`src/rtl/assert_macros.svh`:
```
// Assertion macros for the RTL file that checks its own logic (the decoder top level).
`ifndef ASSERT_MACROS_SVH
`define ASSERT_MACROS_SVH

// Same-cycle implication, checked out of reset.
`define RVD_ASSERT_IMP(lbl, ante, cons) \
	lbl: assert property (@(posedge clk) disable iff (!arst_n) (ante) |-> (cons)) \
		else $error("same-cycle check failed");

// Next-cycle implication, checked out of reset.
`define RVD_ASSERT_NXT(lbl, ante, cons) \
	lbl: assert property (@(posedge clk) disable iff (!arst_n) (ante) |=> (cons)) \
		else $error("next-cycle check failed");

`endif

```
`src/rtl/rvd_pkg.sv`:
```
// Package for the RV32IM decoder: operation enum, opcodes, control struct, op tables.
`default_nettype none

package rvd_pkg;

	typedef enum logic [5:0] {
		OP_LUI, OP_AUIPC, OP_JAL, OP_JALR,
		OP_BEQ, OP_BNE, OP_BLT, OP_BGE, OP_BLTU, OP_BGEU,
		OP_LB, OP_LH, OP_LW, OP_LBU, OP_LHU,
		OP_SB, OP_SH, OP_SW,
		OP_ADDI, OP_SLTI, OP_SLTIU, OP_XORI, OP_ORI, OP_ANDI,
		OP_SLLI, OP_SRLI, OP_SRAI,
		OP_ADD, OP_SUB, OP_SLL, OP_SLT, OP_SLTU, OP_XOR, OP_SRL, OP_SRA, OP_OR, OP_AND,
		OP_MUL, OP_MULH, OP_MULHSU, OP_MULHU, OP_DIV, OP_DIVU, OP_REM, OP_REMU,
		OP_FENCE, OP_ECALL, OP_EBREAK, OP_ILLEGAL
	} op_t;

	localparam logic [6:0] OPC_LUI    = 7'h37;
	localparam logic [6:0] OPC_AUIPC  = 7'h17;
	localparam logic [6:0] OPC_JAL    = 7'h6F;
	localparam logic [6:0] OPC_JALR   = 7'h67;
	localparam logic [6:0] OPC_BRANCH = 7'h63;
	localparam logic [6:0] OPC_LOAD   = 7'h03;
	localparam logic [6:0] OPC_STORE  = 7'h23;
	localparam logic [6:0] OPC_OP_IMM = 7'h13;
	localparam logic [6:0] OPC_OP     = 7'h33;
	localparam logic [6:0] OPC_MISC   = 7'h0F;
	localparam logic [6:0] OPC_SYSTEM = 7'h73;

	localparam logic [31:0] ECALL_WORD  = 32'h0000_0073;
	localparam logic [31:0] EBREAK_WORD = 32'h0010_0073;

	localparam logic [2:0] F3_ZERO = 3'd0;
	localparam logic [2:0] F3_SL   = 3'd1;
	localparam logic [2:0] F3_SR   = 3'd5;

	localparam logic [6:0] F7_BASE   = 7'h00;
	localparam logic [6:0] F7_ALT    = 7'h20;
	localparam logic [6:0] F7_MULDIV = 7'h01;

	typedef struct packed {
		logic load;
		logic store;
		logic branch;
		logic writes_rd;
		logic uses_rs1;
		logic uses_rs2;
		logic rs2_in_ex;
	} ctrl_t;

	function automatic op_t branch_op(input logic [2:0] f3);
		op_t r;
		case (f3)
			3'd0: r = OP_BEQ;
			3'd1: r = OP_BNE;
			3'd4: r = OP_BLT;
			3'd5: r = OP_BGE;
			3'd6: r = OP_BLTU;
			3'd7: r = OP_BGEU;
			default: r = OP_ILLEGAL;
		endcase
		return r;
	endfunction

	function automatic op_t load_op(input logic [2:0] f3);
		op_t r;
		case (f3)
			3'd0: r = OP_LB;
			3'd1: r = OP_LH;
			3'd2: r = OP_LW;
			3'd4: r = OP_LBU;
			3'd5: r = OP_LHU;
			default: r = OP_ILLEGAL;
		endcase
		return r;
	endfunction

	function automatic op_t store_op(input logic [2:0] f3);
		op_t r;
		case (f3)
			3'd0: r = OP_SB;
			3'd1: r = OP_SH;
			3'd2: r = OP_SW;
			default: r = OP_ILLEGAL;
		endcase
		return r;
	endfunction

	function automatic op_t alui_op(input logic [2:0] f3);
		op_t r;
		case (f3)
			3'd0: r = OP_ADDI;
			3'd2: r = OP_SLTI;
			3'd3: r = OP_SLTIU;
			3'd4: r = OP_XORI;
			3'd6: r = OP_ORI;
			3'd7: r = OP_ANDI;
			default: r = OP_ILLEGAL;
		endcase
		return r;
	endfunction

	function automatic op_t alur_op(input logic [2:0] f3);
		op_t r;
		case (f3)
			3'd0: r = OP_ADD;
			3'd1: r = OP_SLL;
			3'd2: r = OP_SLT;
			3'd3: r = OP_SLTU;
			3'd4: r = OP_XOR;
			3'd5: r = OP_SRL;
			3'd6: r = OP_OR;
			3'd7: r = OP_AND;
			default: r = OP_ILLEGAL;
		endcase
		return r;
	endfunction

endpackage

`default_nettype wire

```
`src/rtl/rvd_decode.sv`:
```
// Operation and immediate decode of one RV32IM instruction word.
`default_nettype none

module rvd_decode
	import rvd_pkg::*;
(
	input  wire logic [31:0] word,
	output op_t              op,
	output logic      [31:0] imm
);

	logic [6:0]  opc;
	logic [2:0]  f3;
	logic [6:0]  f7;
	logic [31:0] imm_i, imm_s, imm_b, imm_u, imm_j, shamt;

	assign opc = word[6:0];
	assign f3  = word[14:12];
	assign f7  = word[31:25];

	assign imm_i = {{20{word[31]}}, word[31:20]};
	assign imm_s = {{20{word[31]}}, word[31:25], word[11:7]};
	assign imm_b = {{20{word[31]}}, word[7], word[30:25], word[11:8], 1'b0};
	assign imm_u = {word[31:12], 12'b0};
	assign imm_j = {{12{word[31]}}, word[19:12], word[20], word[30:21], 1'b0};
	assign shamt = {27'b0, word[24:20]};

	always_comb begin
		op  = OP_ILLEGAL;
		imm = '0;
		case (opc)
			OPC_LUI: begin
				op  = OP_LUI;
				imm = imm_u;
			end
			OPC_AUIPC: begin
				op  = OP_AUIPC;
				imm = imm_u;
			end
			OPC_JAL: begin
				op  = OP_JAL;
				imm = imm_j;
			end
			OPC_JALR: begin
				if (f3 == F3_ZERO) begin
					op  = OP_JALR;
					imm = imm_i;
				end
			end
			OPC_BRANCH: begin
				op  = branch_op(f3);
				imm = imm_b;
			end
			OPC_LOAD: begin
				op  = load_op(f3);
				imm = imm_i;
			end
			OPC_STORE: begin
				op  = store_op(f3);
				imm = imm_s;
			end
			OPC_OP_IMM: begin
				imm = imm_i;
				if (f3 == F3_SL) begin
					if (f7 == F7_BASE) begin
						op  = OP_SLLI;
						imm = shamt;
					end
				end else if (f3 == F3_SR) begin
					if (f7 == F7_BASE) begin
						op  = OP_SRLI;
						imm = shamt;
					end else if (f7 == F7_ALT) begin
						op  = OP_SRAI;
						imm = shamt;
					end
				end else begin
					op = alui_op(f3);
				end
			end
			OPC_OP: begin
				if (f7 == F7_BASE) begin
					op = alur_op(f3);
				end else if (f7 == F7_ALT) begin
					if (f3 == F3_ZERO) begin
						op = OP_SUB;
					end else if (f3 == F3_SR) begin
						op = OP_SRA;
					end
				end else if (f7 == F7_MULDIV) begin
					op = op_t'(6'(OP_MUL) + {3'b000, f3});
				end
			end
			OPC_MISC: begin
				op = OP_FENCE;
			end
			OPC_SYSTEM: begin
				if (word == ECALL_WORD) begin
					op = OP_ECALL;
				end else if (word == EBREAK_WORD) begin
					op = OP_EBREAK;
				end
			end
			default: begin
				op = OP_ILLEGAL;
			end
		endcase
	end

endmodule

`default_nettype wire

```
`src/rtl/rvd_ctrl.sv`:
```
// Pipeline control flags derived from the decoded operation.
`default_nettype none

module rvd_ctrl
	import rvd_pkg::*;
(
	input  wire op_t   op,
	output ctrl_t      ctrl
);

	logic ld, st, br, rr, sys;

	assign ld  = (op >= OP_LB) && (op <= OP_LHU);
	assign st  = (op >= OP_SB) && (op <= OP_SW);
	assign br  = (op >= OP_BEQ) && (op <= OP_BGEU);
	assign rr  = (op >= OP_ADD) && (op <= OP_REMU);
	assign sys = (op == OP_FENCE) || (op == OP_ECALL) || (op == OP_EBREAK) ||
		(op == OP_ILLEGAL);

	always_comb begin
		ctrl.load      = ld;
		ctrl.store     = st;
		ctrl.branch    = br;
		ctrl.writes_rd = !(br || st || sys);
		ctrl.uses_rs1  = !(sys || (op == OP_LUI) || (op == OP_AUIPC) || (op == OP_JAL));
		ctrl.uses_rs2  = br || st || rr;
		ctrl.rs2_in_ex = br || rr;
	end

endmodule

`default_nettype wire

```
`src/rtl/rv32im_instruction_decoder.sv`:
```
// Top level: input word register, decode logic, result register with handshake.
// An accepted word is held in the input register, then in the result register.
// One word per cycle unless the output stalls; these registers are two stages.
// instr_stall rises only when both stages hold words and the result side stalls.
// Reset clears the stage valid flags only; payload registers are not reset.
`default_nettype none
`include "assert_macros.svh"

module rv32im_instruction_decoder
	import rvd_pkg::*;
(
	input  wire logic               clk,
	input  wire logic               arst_n,
	input  wire logic               instr_valid,
	output logic                    instr_stall,
	input  wire logic        [31:0] instr_word,
	output logic                    result_valid,
	input  wire logic               result_stall,
	output logic             [5:0]  op_code,
	output logic             [4:0]  dest_reg,
	output logic             [4:0]  src1_reg,
	output logic             [4:0]  src2_reg,
	output logic signed      [31:0] immediate,
	output logic                    is_load_op,
	output logic                    is_store_op,
	output logic                    is_branch_op,
	output logic                    writes_dest,
	output logic                    reads_src1,
	output logic                    reads_src2,
	output logic                    src2_in_execute
);

	logic        valid_s1, valid_s2;
	logic [31:0] word_s1;
	op_t         dec_op;
	logic [31:0] dec_imm;
	ctrl_t       dec_ctrl;
	op_t         op_s2;
	logic [31:0] imm_s2;
	logic [14:0] regs_s2;
	ctrl_t       ctrl_s2;
	logic        adv;
	logic        take;

	assign adv         = valid_s1 && (!valid_s2 || !result_stall);
	assign instr_stall = valid_s1 && valid_s2 && result_stall;
	assign take        = instr_valid && !instr_stall;

	rvd_decode u_decode (
		.word (word_s1),
		.op   (dec_op),
		.imm  (dec_imm)
	);

	rvd_ctrl u_ctrl (
		.op   (dec_op),
		.ctrl (dec_ctrl)
	);

	always_ff @(posedge clk or negedge arst_n) begin
		if (!arst_n) begin
			valid_s1 <= 1'b0;
		end else if (take) begin
			valid_s1 <= 1'b1;
		end else if (adv) begin
			valid_s1 <= 1'b0;
		end
	end

	always_ff @(posedge clk) begin
		if (take) begin
			word_s1 <= instr_word;
		end
	end

	always_ff @(posedge clk or negedge arst_n) begin
		if (!arst_n) begin
			valid_s2 <= 1'b0;
		end else if (adv) begin
			valid_s2 <= 1'b1;
		end else if (!result_stall) begin
			valid_s2 <= 1'b0;
		end
	end

	always_ff @(posedge clk) begin
		if (adv) begin
			op_s2   <= dec_op;
			imm_s2  <= dec_imm;
			regs_s2 <= {word_s1[11:7], word_s1[19:15], word_s1[24:20]};
			ctrl_s2 <= dec_ctrl;
		end
	end

	assign result_valid    = valid_s2;
	assign op_code         = op_s2;
	assign dest_reg        = regs_s2[14:10];
	assign src1_reg        = regs_s2[9:5];
	assign src2_reg        = regs_s2[4:0];
	assign immediate       = imm_s2;
	assign is_load_op      = ctrl_s2.load;
	assign is_store_op     = ctrl_s2.store;
	assign is_branch_op    = ctrl_s2.branch;
	assign writes_dest     = ctrl_s2.writes_rd;
	assign reads_src1      = ctrl_s2.uses_rs1;
	assign reads_src2      = ctrl_s2.uses_rs2;
	assign src2_in_execute = ctrl_s2.rs2_in_ex;

	`RVD_ASSERT_IMP(a_illegal_no_regs, result_valid && (op_code == OP_ILLEGAL),
		!writes_dest && !reads_src1 && !reads_src2)
	`RVD_ASSERT_NXT(a_s1_held, valid_s1 && !adv, valid_s1 && $stable(word_s1))
	`RVD_ASSERT_NXT(a_s2_load, adv,
		result_valid && (dest_reg == $past(word_s1[11:7])) &&
		(src2_reg == $past(word_s1[24:20])))

endmodule

`default_nettype wire

```
`config.mk`:
```
export PLATFORM = sky130hd
export DESIGN_NAME = rv32im_instruction_decoder
export DESIGN_NICKNAME = d
export VERILOG_FILES = /design/src/rtl/rvd_pkg.sv /design/src/rtl/rvd_decode.sv /design/src/rtl/rvd_ctrl.sv /design/src/rtl/rv32im_instruction_decoder.sv
export VERILOG_INCLUDE_DIRS = /design/src /design/src/rtl
export SDC_FILE = /design/constraint.sdc
export NUM_CORES = 1
export LEC_CHECK = 0
export BUFFER_PORTS_ARGS = -buffer_cell sky130_fd_sc_hd__buf_2
export CORE_MARGIN = 8
export CORE_UTILIZATION = 55
export CTS_BUF_LIST = sky130_fd_sc_hd__clkbuf_8
export DETAILED_ROUTE_END_ITERATION = 10
export GPL_TIMING_DRIVEN = 0
export PLACE_DENSITY = 0.76
export SLEW_MARGIN = 10
export SYNTH_ARGS = -nofsm -noshare
export SYNTH_HDL_FRONTEND = slang
export SYNTH_SLANG_ARGS = --single-unit
```
`constraint.sdc`:
```
create_clock -name clk -period 6.78 [get_ports clk]
set_clock_uncertainty 0.15 [all_clocks]
set_input_delay 0 -clock clk [delete_from_list [all_inputs] [get_ports clk]]
set_output_delay 0 -clock clk [all_outputs]
set_load 0.02 [all_outputs]
```
==> results of run 1 <==
==> power by group through the flow <==
stage / logic [mW] / clock network, mW / registers [mW]
finish: 0.195 / 0.364 / 0.742
global route: 0.209 / 0.389 / 0.747
CTS: 0.195 / 0.371 / 0.742
detailed placement: 0.177 / 0 / 0.756
global placement: 0.166 / 0 / 0.761
floorplan: 0.0758 / 0 / 0.789
==> final cells by class <==
| cell class | count | area [um^2] |
|---|---|---|
| Fill cell | 592 | 2550 |
| Sequential cell | 99 | 2913 |
| Tap cell | 108 | 135.1 |
| Timing Repair Buffer | 136 | 903.4 |
| Multi-Input combinational cell | 242 | 1690 |
| Buffer | 20 | 112.6 |
| Inverter | 15 | 56.30 |
| Clock inverter | 7 | 66.31 |
| Clock buffer | 9 | 123.9 |
==> metrics by stage <==
| stage | hold WS (ns) | power [mW] |
|---|---|---|
| after global placement | -0.3649 | 0.9275 |
| after CTS | 0.1755 | 1.308 |
| final | 0.1946 | 1.301 |
| after floorplan | -0.4456 | 0.8644 |
| after detailed placement | -0.3614 | 0.9333 |
| after global routing | 0.1791 | 1.345 |
==> per-layer routing <==
| metal | part of all wire [%] | wire length (um) | vias up |
|---|---|---|---|
| li1 | - | - | 1737 |
| met5 | 0 | 0 | - |
| met1 | 40 | 4921 | 1806 |
| met4 | 1.1 | 140 | 0 |
| met3 | 8.9 | 1093 | 9 |
| met2 | 50 | 6191 | 175 |
==> worst max-delay path, delay by kind of cell (launching register included) <==
kind                       cells  cell delay (ns)
AOI/OAI and AO/OA              4             1.05
adders and majority gates      1             0.37
buffers and inverters          3             0.54
DFF                            1             0.43
and+or+nand+nor                3             0.75
==> how the worst max path moves through the flow <==
stage                     cells after the start    startpoint         endpoint
after floorplan                               1  result_valid     immediate[0]
after global placement                        1      valid_s1  src2_in_execute
after detailed placement                     11   word_s1[12]       reads_src2
after CTS                                    11   word_s1[12]       reads_src2
after global routing                         11   word_s1[12]       reads_src2
final                                        11   word_s1[12]       reads_src2
==> synthesized netlist by cell type, types with 6 or more instances <==
master     n  area (um^2)
a21oi_1   19        95.09
ha_1      10        125.1
nor3_1    13        65.06
buf_2      6        30.03
nand2b_1   6        37.54
clkbuf_1   7        26.28
edfxtp_1  92         2763
a21o_1    23        172.7
o21ai_0    8        40.04
nand2_1   23        86.33
and2_1     7        43.79
nor2_1    24        90.09
nand3_1   13        65.06
inv_1     13        48.80
nand4_1    6        37.54
==> cells in the final DEF, fill, tap and decap left out, types with 3 or more instances in the layout <==
master | netlist | final
nand3b_1 | 4 | 4
dfxtp_1 | 5 | 5
nand2_1 | 23 | 23
o21a_1 | 3 | 3
nor3_2 | 3 | 3
clkinv_4 | 0 | 3
and2_1 | 7 | 7
nand3_1 | 13 | 13
o21ai_0 | 8 | 8
nand2b_1 | 6 | 6
nand4_1 | 6 | 6
nor2b_1 | 4 | 4
a2111oi_0 | 3 | 3
mux2i_1 | 5 | 5
nor3_1 | 13 | 13
clkbuf_8 | 0 | 9
edfxtp_1 | 92 | 92
or2_2 | 3 | 3
a21oi_1 | 19 | 19
a21o_1 | 23 | 23
nor4_1 | 3 | 3
o21ai_1 | 5 | 5
ha_1 | 10 | 10
inv_1 | 13 | 14
buf_2 | 6 | 103
nor2_1 | 24 | 24
o2111ai_1 | 5 | 5
clkbuf_1 | 7 | 7
a22o_1 | 5 | 5
buf_4 | 4 | 4
o221ai_1 | 3 | 3
dlygate4sd3_1 | 0 | 37
==> state kept, by name (all words and copies together) (netlist names), named ones only <==
signal / flops
immediate: 32
word_s1: 32
regs_s2: 15
op_code: 6
is_branch_op: 1
is_load_op: 1
is_store_op: 1
reads_src1: 1
reads_src2: 1
result_valid: 1
src2_in_execute: 1
valid_s1: 1
writes_dest: 1
==> kinds of logic (layout without fill, tap and decap cells) <==
group                    after synthesis  count (layout)  synth area share (%)
buffers and inverters                 35             187                 3.548
flip-flops                            99              99                 61.18
multiplexers                           5               5                 1.051
AND/OR/NAND/NOR                      128             128                 15.69
adder cells (fa/ha/maj)               10              10                 2.628
AO/OA/AOI/OAI                         99              99                 15.90
==> metrics.md, run 1 <==
| Metric | Value |
|---|---|
| Final antenna-violating net count | `0` |
| CTS buffer count | `9` |
| Nets | `~570` |
| Pleak | `2.509 nW` |
| Final Hold Fails | `0` |
| Slew Viols, Final | `0` |
| Critical path class | `flop to flop` |
| PD cells | `216.9 mW/mm^2` |
| Area Growth Syn to Fin | `26.04%` |
| Setup TNS | `0 ns` |
| GRT busiest layer | `met2` |
| CTS tree | `built` |
| Number of port buffers | `97` |
| Final WL | `12350 um` |
| Mapped Area | `roughly 0.0048 mm^2` |
| Req. time, crit path | `~6.7 ns` |
| Crit share post-route | `between 50% and 60%` |
| RSZ-0062 raised after global routing | `no` |
| Cell count after placement | `~580` |
| Main flop type after synthesis | `edfxtp_1` |
| Initial antenna violation count | `0` |
| Sw Ratio | `28.31%` |
| PnR worst setup slack | `3.222 ns` |
| Antenna cells | `0` |
| CTS Root Cell | `clkbuf_8` |
| Die Area | `about 0.012 mm^2` |
| # rows | `34` |
| FF-to-FF setup slack | `between 3 and 4 ns` |
| GRT Residual Overflow | `0` |
| Seq/Total Area, Yosys | `61.18%` |
| Crit. End Element | `flop` |
| Reg2reg end | `reads_src2` |
| CP Max Fanout | `9` |
| Outcome | `finished clean` |
| Mapped Cells | `roughly 380` |
| Crit path max-delay cell type | `a221oi_4` |
| Io pins | `98` |
| CTS resizes | `0` |
| CP peak stage delay | `around 0.53 ns` |
| Hold Crit Start | `instr_word[18]` |
| Share of layout cells above drive strength 1 | `28.79%` |
| GR Util met2 | `35.27%` |
| Switch Pwr | `between 0.3 and 0.4 mW` |
| CP cell instances | `clkbuf_1 -> inv_1 -> ha_1 -> nor4b_2 -> nand4_1 -> o2111ai_1 -> nand3b_1 -> a221oi_4 -> inv_1 -> o2111ai_1 -> o221ai_1` |
| Reg clk slew, reported paths | `roughly 0.1 ns` |
| Global routing usage on met1 | `between 20 and 30%` |
| Arr. time, crit path | `3.50 ns` |
| CP Launch Type | `flop` |
| Pre-CTS setup slack | `about 3.3 ns` |
| Initial core utilization | `a little under three fifths` |
| DRT Pass-1 Iters | `5` |
| Number of synthesized register bits | `between 90 and 100` |
| Core Util, Final | `70.18%` |
| Post-synth EDFFs | `92` |
| Final HPWL from detailed placement | `between 8000 and 9000 um` |
| DR vias/cell | `around 5.9` |
| Starting DRT DRC Count | `roughly 350` |
| Asr flop ratio synth | `roughly 2%` |
| F_max | `approximately 280 MHz` |
| Syn Area/Cell | `about 13 um^2` |
| Vias in the first global route | `3535` |
| Longest Clk Path Bufs | `2` |
| Hold buffers post-CTS | `37` |
| Worst skew pair latency | `~0.36 ns` |
| Fin area | `approximately 0.006 mm^2` |
| Sequential Power Share | `57.0%` |
| Via count | `3727` |
| Maxcap violations | `0` |
| R2r startpoint | `word_s1[12]` |
| Syn_nets | `~420` |
| Int Pwr | `0.9330 mW` |
| DRC Markers | `0` |
| Max transition margin | `46.41%` |
| Synth warn | `0` |
| Reg2Reg Depth | `11` |
| Per-cell routed wire length | `~19 um` |
| Period minus WS final | `around 3.6 ns` |
| Core area | `between 0.008 and 0.009 mm^2` |
| H-tree levels | `3` |
| Die span in x | `around 110 um` |
| Unique masters post-synth | `~70` |
| First-pass GRT wire length | `19200 um` |
| Maximum VDD drop | `0.1496 mV` |
| Clock sinks | `99` |
| Placed Area | `roughly 0.0054 mm^2` |
| # Post-CTS Setup Buffers | `0` |
| Gr usage total | `a little over a fifth` |
| WHS Path Cells | `2` |
| Final setup fails | `0` |
| Gpl congestion | `0.9693` |
| Type of the worst min-delay path | `input pin to flop` |
| Clk pwr share | `27.9%` |
| Pin count of the biggest net entering global routing | `39` |
| Combinational share of power | `approximately 15%` |
| Actual slew at the worst max-slew pin | `0.8027 ns` |
| Hold EP | `word_s1[18]` |
| Met3 usage | `~4.7%` |
| Layout Cells excl Fill | `between 600 and 700` |
| Die Span Y | `between 100 and 150 um` |
Power figures use the tool's default switching activity.
==> inputs of run 2 (changes only) <==
- ABC_AREA: not set -> 1
- CORE_UTILIZATION: 55 -> 51
- PLACE_DENSITY: 0.76 -> 0.74
- clock period: 6.78 -> 3 ns (I/O delays scaled with it)
==> metrics.md, run 2 <==
| Metric | Value |
|---|---|
| Commonest non-fill, non-tap cell in the layout | `nand2_1` |
| Synth warn | `0 (unchanged)` |
| CP delay by family, top | `simple AND/OR/NAND/NOR gates` |
| GRT Residual Overflow | `0 (unchanged)` |
| Antenna cells | `0 (unchanged)` |
| Hold Crit Start | `instr_word[3]` |
| Commonest cells after routing, fill and taps aside | `nand2_1 (102), buf_2 (98), edfxtp_1 (92)` |
| Pin count of the biggest net entering global routing | `33 (-15%)` |
| Placed Area | `0.005535 mm^2 (+1.7%)` |
| H-tree levels | `3 (unchanged)` |
| Mapped Area | `0.004837 mm^2 (+1.6%)` |
| Post-synth EDFFs | `92 (unchanged)` |
| Period minus WS final | `2.691 ns (-0.8674 ns)` |
| CP Max Fanout | `7 (-2)` |
| First-pass GRT wire length | `18660 um (-2.8%)` |
| Biggest area consumer among synthesized cells | `edfxtp_1` |
| Outcome | `finished clean` |
| R2r startpoint | `word_s1[13]` |
| Starting DRT DRC Count | `257 (-27%)` |
| DRT Pass-1 Iters | `7 (+2)` |
| Seq/Total Area, Yosys | `60.22% (-0.97 points)` |
| Slew Viols, Final | `0 (unchanged)` |
| Final WL | `11470 um (-7.1%)` |
| Gr usage total | `18.35% (-2.7 points)` |
| Crit share post-route | `89.70% (+37 points)` |
| Final Hold Fails | `0 (unchanged)` |
| Maxcap violations | `0 (unchanged)` |
| CP cell instances | `inv_1 -> ha_1 -> inv_1 -> nor2_4 -> nand3_1 -> nor2_1 -> nand3_2 -> nand2_1 -> nand2_1 -> nor2_4 -> nand2_1 -> nor2_1 -> nand2_1 -> nand3_2 -> nand3_1` |
| Per-cell routed wire length | `15.01 um (-23%)` |
| Gpl congestion | `0.9111 (-6.0%)` |
| DR vias/cell | `4.991 (-15%)` |
| Switch Pwr | `0.8415 mW (+130%)` |
| Crit. End Element | `flop` |
| CTS tree | `built` |
| CP dominant cell by count | `nand2_1` |
| WHS Path Cells | `2 (unchanged)` |
| Max transition margin | `21.77% (-25 points)` |
| Sw Ratio | `26.75% (-1.6 points)` |
| Mapped Cells | `485 (+29%)` |
| Syn Area/Cell | `9.973 um^2 (-21%)` |
| Crit path buf inv count | `2 (-1)` |
| Syn_nets | `531 (+26%)` |
| Top-count cell post-synth | `nand2_1` |
| CTS buffer count | `9 (unchanged)` |
| Longest Clk Path Bufs | `2 (unchanged)` |
| Die span in x | `113.4 um (+4.0%)` |
| Die Area | `0.01286 mm^2 (+8.1%)` |
| Share of layout cells above drive strength 1 | `27.40% (-1.4 points)` |
| Final HPWL from detailed placement | `8488 um (-2.6%)` |
| Final antenna-violating net count | `0 (unchanged)` |
| CTS Root Cell | `clkbuf_8` |
| Asr flop ratio synth | `2.020% (unchanged)` |
| Clock sinks | `99 (unchanged)` |
| Type of the worst min-delay path | `input pin to flop` |
| Maximum VDD drop | `0.2949 mV (+97%)` |
| CP Launch Type | `flop` |
| Reg2Reg Depth | `15 (+4)` |
| CP peak stage delay | `0.44 ns (-0.09 ns)` |
| Final setup fails | `0 (unchanged)` |
| Combinational share of power | `16.3% (+1.3 points)` |
| Core Util, Final | `66.11% (-4.1 points)` |
| Sequential Power Share | `54.5% (-2.5 points)` |
| Vias in the first global route | `3815 (+7.9%)` |
| Initial core utilization | `52.35% (-3.3 points)` |
| WP depth | `15 (+4)` |
| Main flop type after synthesis | `edfxtp_1` |
| Number of synthesized register bits | `99 (unchanged)` |
| Arr. time, crit path | `2.66 ns (-0.84 ns)` |
| Critical path class | `flop to flop` |
| # rows | `35 (+2.9%)` |
| # Post-CTS Setup Buffers | `0 (unchanged)` |
| PD cells | `514.9 mW/mm^2 (+140%)` |
| Area Growth Syn to Fin | `26.28%` |
| Actual slew at the worst max-slew pin | `1.166 ns (+0.3636 ns)` |
| Reg clk slew, reported paths | `0.10 ns (about the same)` |
| Int Pwr | `2.304 mW (+150%)` |
| Nets | `677 (+19%)` |
| Via count | `3813 (+2.3%)` |
| Synth area leaders | `edfxtp_1 (57%), nand2_1 (7.9%), nor2_1 (4.5%), inv_1 (4.2%), nand3_1 (3.0%)` |
| Clk pwr share | `29.2% (+1.3 points)` |
| Worst Setup SP | `word_s1[13]` |
| DRC Markers | `0 (unchanged)` |
| RSZ-0062 raised after global routing | `no` |
| Io pins | `98 (unchanged)` |
| Pleak | `2.773 nW (+11%)` |
| Req. time, crit path | `2.97 ns (-3.75 ns)` |
| Die Span Y | `113.4 um (+4.0%)` |
| Initial antenna violation count | `0 (unchanged)` |
| Commonest cells post-synth | `nand2_1 (102), edfxtp_1 (92), nor2_1 (58)` |
| Unique masters post-synth | `36 (-49%)` |
| Number of port buffers | `97 (unchanged)` |
| Fin area | `0.006108 mm^2 (+1.8%)` |
| Synth top area share | `57.11% (-0.92 points)` |
| Core area | `0.009240 mm^2 (+8.1%)` |
| Worst skew pair latency | `0.36 ns (about the same)` |
| Fin Hold WS | `0.1886 ns (-0.005952 ns)` |
| Crit path max-delay cell type | `edfxtp_1` |
| F_max | `371.6 MHz (+32%)` |
-- run 2: cell count changes in the layout (fill, tap and decap cells not counted), moves of 12 or more --
cell,delta
nor2_1,+34
a21o_1,-23
inv_2,+12
nand3_1,+16
inv_1,+38
nand2_1,+79
o21ai_0,+16
nor2_2,+12
a21oi_1,-13
-- run 2: through the flow --
step	power, mW	instances	setup TNS [ns]	setup WS [ns]
6_report	3.145	764	0	0.3090
5_1_grt	3.285	764	0	0.06943
4_1_cts	3.175	764	0	0.2253
3_5_place_dp	2.228	713	0	0.2502
3_3_place_gp	2.204	711	-25.15	-0.4225
2_1_floorplan	2.044	485	0	0.1600
-- run 2: area by class of cell --
cell class | instances | area, um^2
Fill cell | 748 | 3132
Sequential cell | 99 | 2913
Multi-Input combinational cell | 309 | 1639
Timing Repair Buffer | 135 | 885.9
Inverter | 72 | 272.8
Tap cell | 129 | 161.4
Clock buffer | 9 | 123.9
Clock inverter | 6 | 88.84
Buffer | 5 | 23.77
-- run 2: per-layer routing --
layer,part of all wire (%),global-route usage (%)
met1,44,22.78
met2,48,31.75
met5,0,0
met4,1.5,5.240
met3,6.2,3.645
-- run 2: power groups by stage --
stage	clock (mW)	sequential (mW)	combinational, mW
final	0.918	1.71	0.514
after global routing	0.992	1.73	0.564
after CTS	0.941	1.71	0.520
after detailed placement	0	1.75	0.482
after global placement	0	1.75	0.455
after floorplan	0	1.85	0.193
-- run 2: logic make-up after synthesis --
family                     count (synthesis)  share of synthesized area [%]
adders and majority gates                 10                          2.587
and+or+nand+nor                          246                          24.63
DFF                                       99                          60.22
AOI/OAI and AO/OA                         53                          6.441
buffers and inverters                     77                          6.130
-- run 2: repair_timing --
| item | CTS | global route |
|---|---|---|
| gates resized for setup | 0 | 1 |
| hold buffers | 36 | 0 |
| hold endpoints to repair | 44 | 0 |
| endpoints found under the setup margin | 0 | 2 |
-- run 2: path summary, 6_finish.rpt --
check	slack (ns)	to
worst max-delay path	0.31	reads_src2
worst min-delay path	0.19	word_s1[3]
worst max register to register	0.31	reads_src2
worst min register to register	0.31	regs_s2[7]
max in group asynchronous	2.24	valid_s1
min in group asynchronous	0.34	result_valid
-- run 2: worst reg2reg max path, delay by kind of cell (launching register included) --
kind | cells | cell delay (ns)
and+or+nand+nor | 12 | 1.39
DFF | 1 | 0.44
buffers and inverters | 2 | 0.26
adders and majority gates | 1 | 0.22
==> inputs of run 3 (changes only) <==
- PLACE_DENSITY: 0.74 -> 0.8
- RECOVER_POWER: not set -> 25
==> metrics.md, run 3 (synthesized netlist as in run 2, its figures left out) <==
| Metric | Value |
|---|---|
| Crit share post-route | `89.54% (-0.15 points)` |
| Req. time, crit path | `2.97 ns (about the same)` |
| Io pins | `98 (unchanged)` |
| Layout Cells excl Fill | `767 (+0.39%)` |
| Commonest cells after routing, fill and taps aside | `nand2_1 (102), edfxtp_1 (92), buf_2 (80)` |
| Final Hold Fails | `0 (unchanged)` |
| PnR worst setup slack | `0.3137 ns (+0.004640 ns)` |
| Gr usage total | `19.51% (+1.2 points)` |
| Final HPWL from detailed placement | `8932 um (+5.2%)` |
| H-tree levels | `3 (unchanged)` |
| Die span in x | `113.4 um (unchanged)` |
| WHS Path Cells | `2 (unchanged)` |
| CP dominant cell by count | `nand3_2` |
| Commonest non-fill, non-tap cell in the layout | `nand2_1` |
| CTS buffer count | `9 (unchanged)` |
| RSZ-0062 raised after global routing | `no` |
| Clock sinks | `99 (unchanged)` |
| Gpl congestion | `0.9041 (-0.77%)` |
| Via count | `3897 (+2.2%)` |
| WP depth | `15 (unchanged)` |
| Number of port buffers | `97 (unchanged)` |
| Pleak | `2.727 nW (-1.7%)` |
| Nets | `680 (+0.44%)` |
| Outcome | `finished clean` |
| DRT Pass-1 Iters | `5 (-2)` |
| Pre-CTS setup slack | `0.2165 ns (-0.03364 ns)` |
| Cell count after placement | `713 (unchanged)` |
| # rows | `35 (unchanged)` |
| CTS tree | `built` |
| Worst skew pair latency | `0.37 ns (about the same)` |
| Critical path class | `flop to flop` |
| Core Util, Final | `65.85% (-0.26 points)` |
| R2r startpoint | `word_s1[12]` |
| DRC Markers | `0 (unchanged)` |
| CP cell instances | `inv_2 -> ha_1 -> inv_1 -> nor2_4 -> nand3_1 -> nor2_1 -> nand3_2 -> nand2_2 -> inv_2 -> nand3_2 -> nand2_2 -> nor2_1 -> nand2_1 -> nand3_2 -> nand3_1` |
| Core area | `0.009240 mm^2 (unchanged)` |
| Crit path buf inv count | `3 (+1)` |
| Longest Clk Path Bufs | `2 (unchanged)` |
| Share of layout cells above drive strength 1 | `25.55% (-1.9 points)` |
| Final setup fails | `0 (unchanged)` |
| Vias in the first global route | `3852 (+0.97%)` |
| Arr. time, crit path | `2.65 ns (about the same)` |
| Final WL | `12170 um (+6.1%)` |
| Period minus WS final | `2.686 ns (-0.004640 ns)` |
| Max transition margin | `50.90% (+29 points)` |
| Fin area | `0.006085 mm^2 (-0.39%)` |
| CP peak stage delay | `0.44 ns (about the same)` |
| Crit. End Element | `flop` |
| Placed Area | `0.005550 mm^2 (+0.27%)` |
| CP Max Fanout | `8 (+1)` |
| GRT Residual Overflow | `0 (unchanged)` |
| Reg clk slew, reported paths | `0.10 ns (about the same)` |
| DR vias/cell | `5.081 (+1.8%)` |
| Crit path max-delay cell type | `edfxtp_1` |
| Per-cell routed wire length | `15.86 um (+5.6%)` |
| Slew Viols, Final | `0 (unchanged)` |
| Antenna cells | `0 (unchanged)` |
| Final antenna-violating net count | `0 (unchanged)` |
| Actual slew at the worst max-slew pin | `0.7354 ns (-0.4309 ns)` |
| F_max | `372.3 MHz (+0.17%)` |
| CP Launch Type | `flop` |
| Maxcap violations | `0 (unchanged)` |
| Worst Setup SP | `word_s1[12]` |
| Pin count of the biggest net entering global routing | `33 (unchanged)` |
| CP delay by family, top | `simple AND/OR/NAND/NOR gates` |
| Hold Crit Start | `instr_word[16]` |
| Die Span Y | `113.4 um (unchanged)` |
| Maximum VDD drop | `0.3445 mV (+17%)` |
| FILL cells | `771 (+3.1%)` |
| Area Growth Syn to Fin | `25.79%` |
| Initial antenna violation count | `0 (unchanged)` |
| First-pass GRT wire length | `19440 um (+4.1%)` |
| Reg2Reg Depth | `15 (unchanged)` |
| Starting DRT DRC Count | `285 (+11%)` |
| PD cells | `496.7 mW/mm^2 (-3.5%)` |
| Setup TNS | `0 ns (unchanged)` |
| Type of the worst min-delay path | `input pin to flop` |
| Initial core utilization | `52.35% (unchanged)` |
| Die Area | `0.01286 mm^2 (unchanged)` |
| CTS Root Cell | `clkbuf_8` |
run 3: path summary, 6_finish.rpt:
kind	slack, ns	end
min in group asynchronous	0.35	valid_s1
max in group asynchronous	2.23	result_valid
max reg2reg	0.31	reads_src2
max	0.31	reads_src2
min	0.18	word_s1[16]
min reg2reg	0.31	regs_s2[9]
run 3: routing by layer:
| layer | GRT usage, % | vias to the layer above | part of all wire [%] |
|---|---|---|---|
| met5 | 0 | - | 0 |
| met4 | 7.460 | 0 | 2.1 |
| met3 | 3.698 | 19 | 6.0 |
| met2 | 34.13 | 134 | 50 |
| met1 | 23.32 | 1816 | 41 |
| li1 | - | 1928 | - |
run 3: what timing repair did:
action,in CTS,in global routing
setup buffers,0,3
gates resized for setup,0,2
endpoints found under the setup margin,0,4
hold endpoints to repair,49,0
hold buffers,36,0
run 3: power breakdown:
part | internal, mW | total, mW | switching [mW] | leakage [nW]
Clock | 0.307 | 0.779 | 0.472 | 0.0840
Sequential | 1.66 | 1.72 | 0.0539 | 0.956
Combinational | 0.177 | 0.526 | 0.349 | 1.69
run 3: layout make-up:
type	count	area [um^2]	share of cell area [%]
Sequential cell	99	2913	47.87
Multi-Input combinational cell	309	1639	26.94
Timing Repair Buffer	138	902.1	14.83
Inverter	72	272.8	4.483
Tap cell	129	161.4	2.653
Clock buffer	9	123.9	2.036
Clock inverter	6	48.80	0.8020
Buffer	5	23.77	0.3907
run 3: per-stage QoR:
stage,power [mW],hold slack [ns]
after floorplan,2.044,-0.4456
after global placement,2.201,-0.3653
after detailed placement,2.241,-0.3587
after CTS,3.041,0.1653
after global routing,3.145,0.1751
final,3.022,0.1845
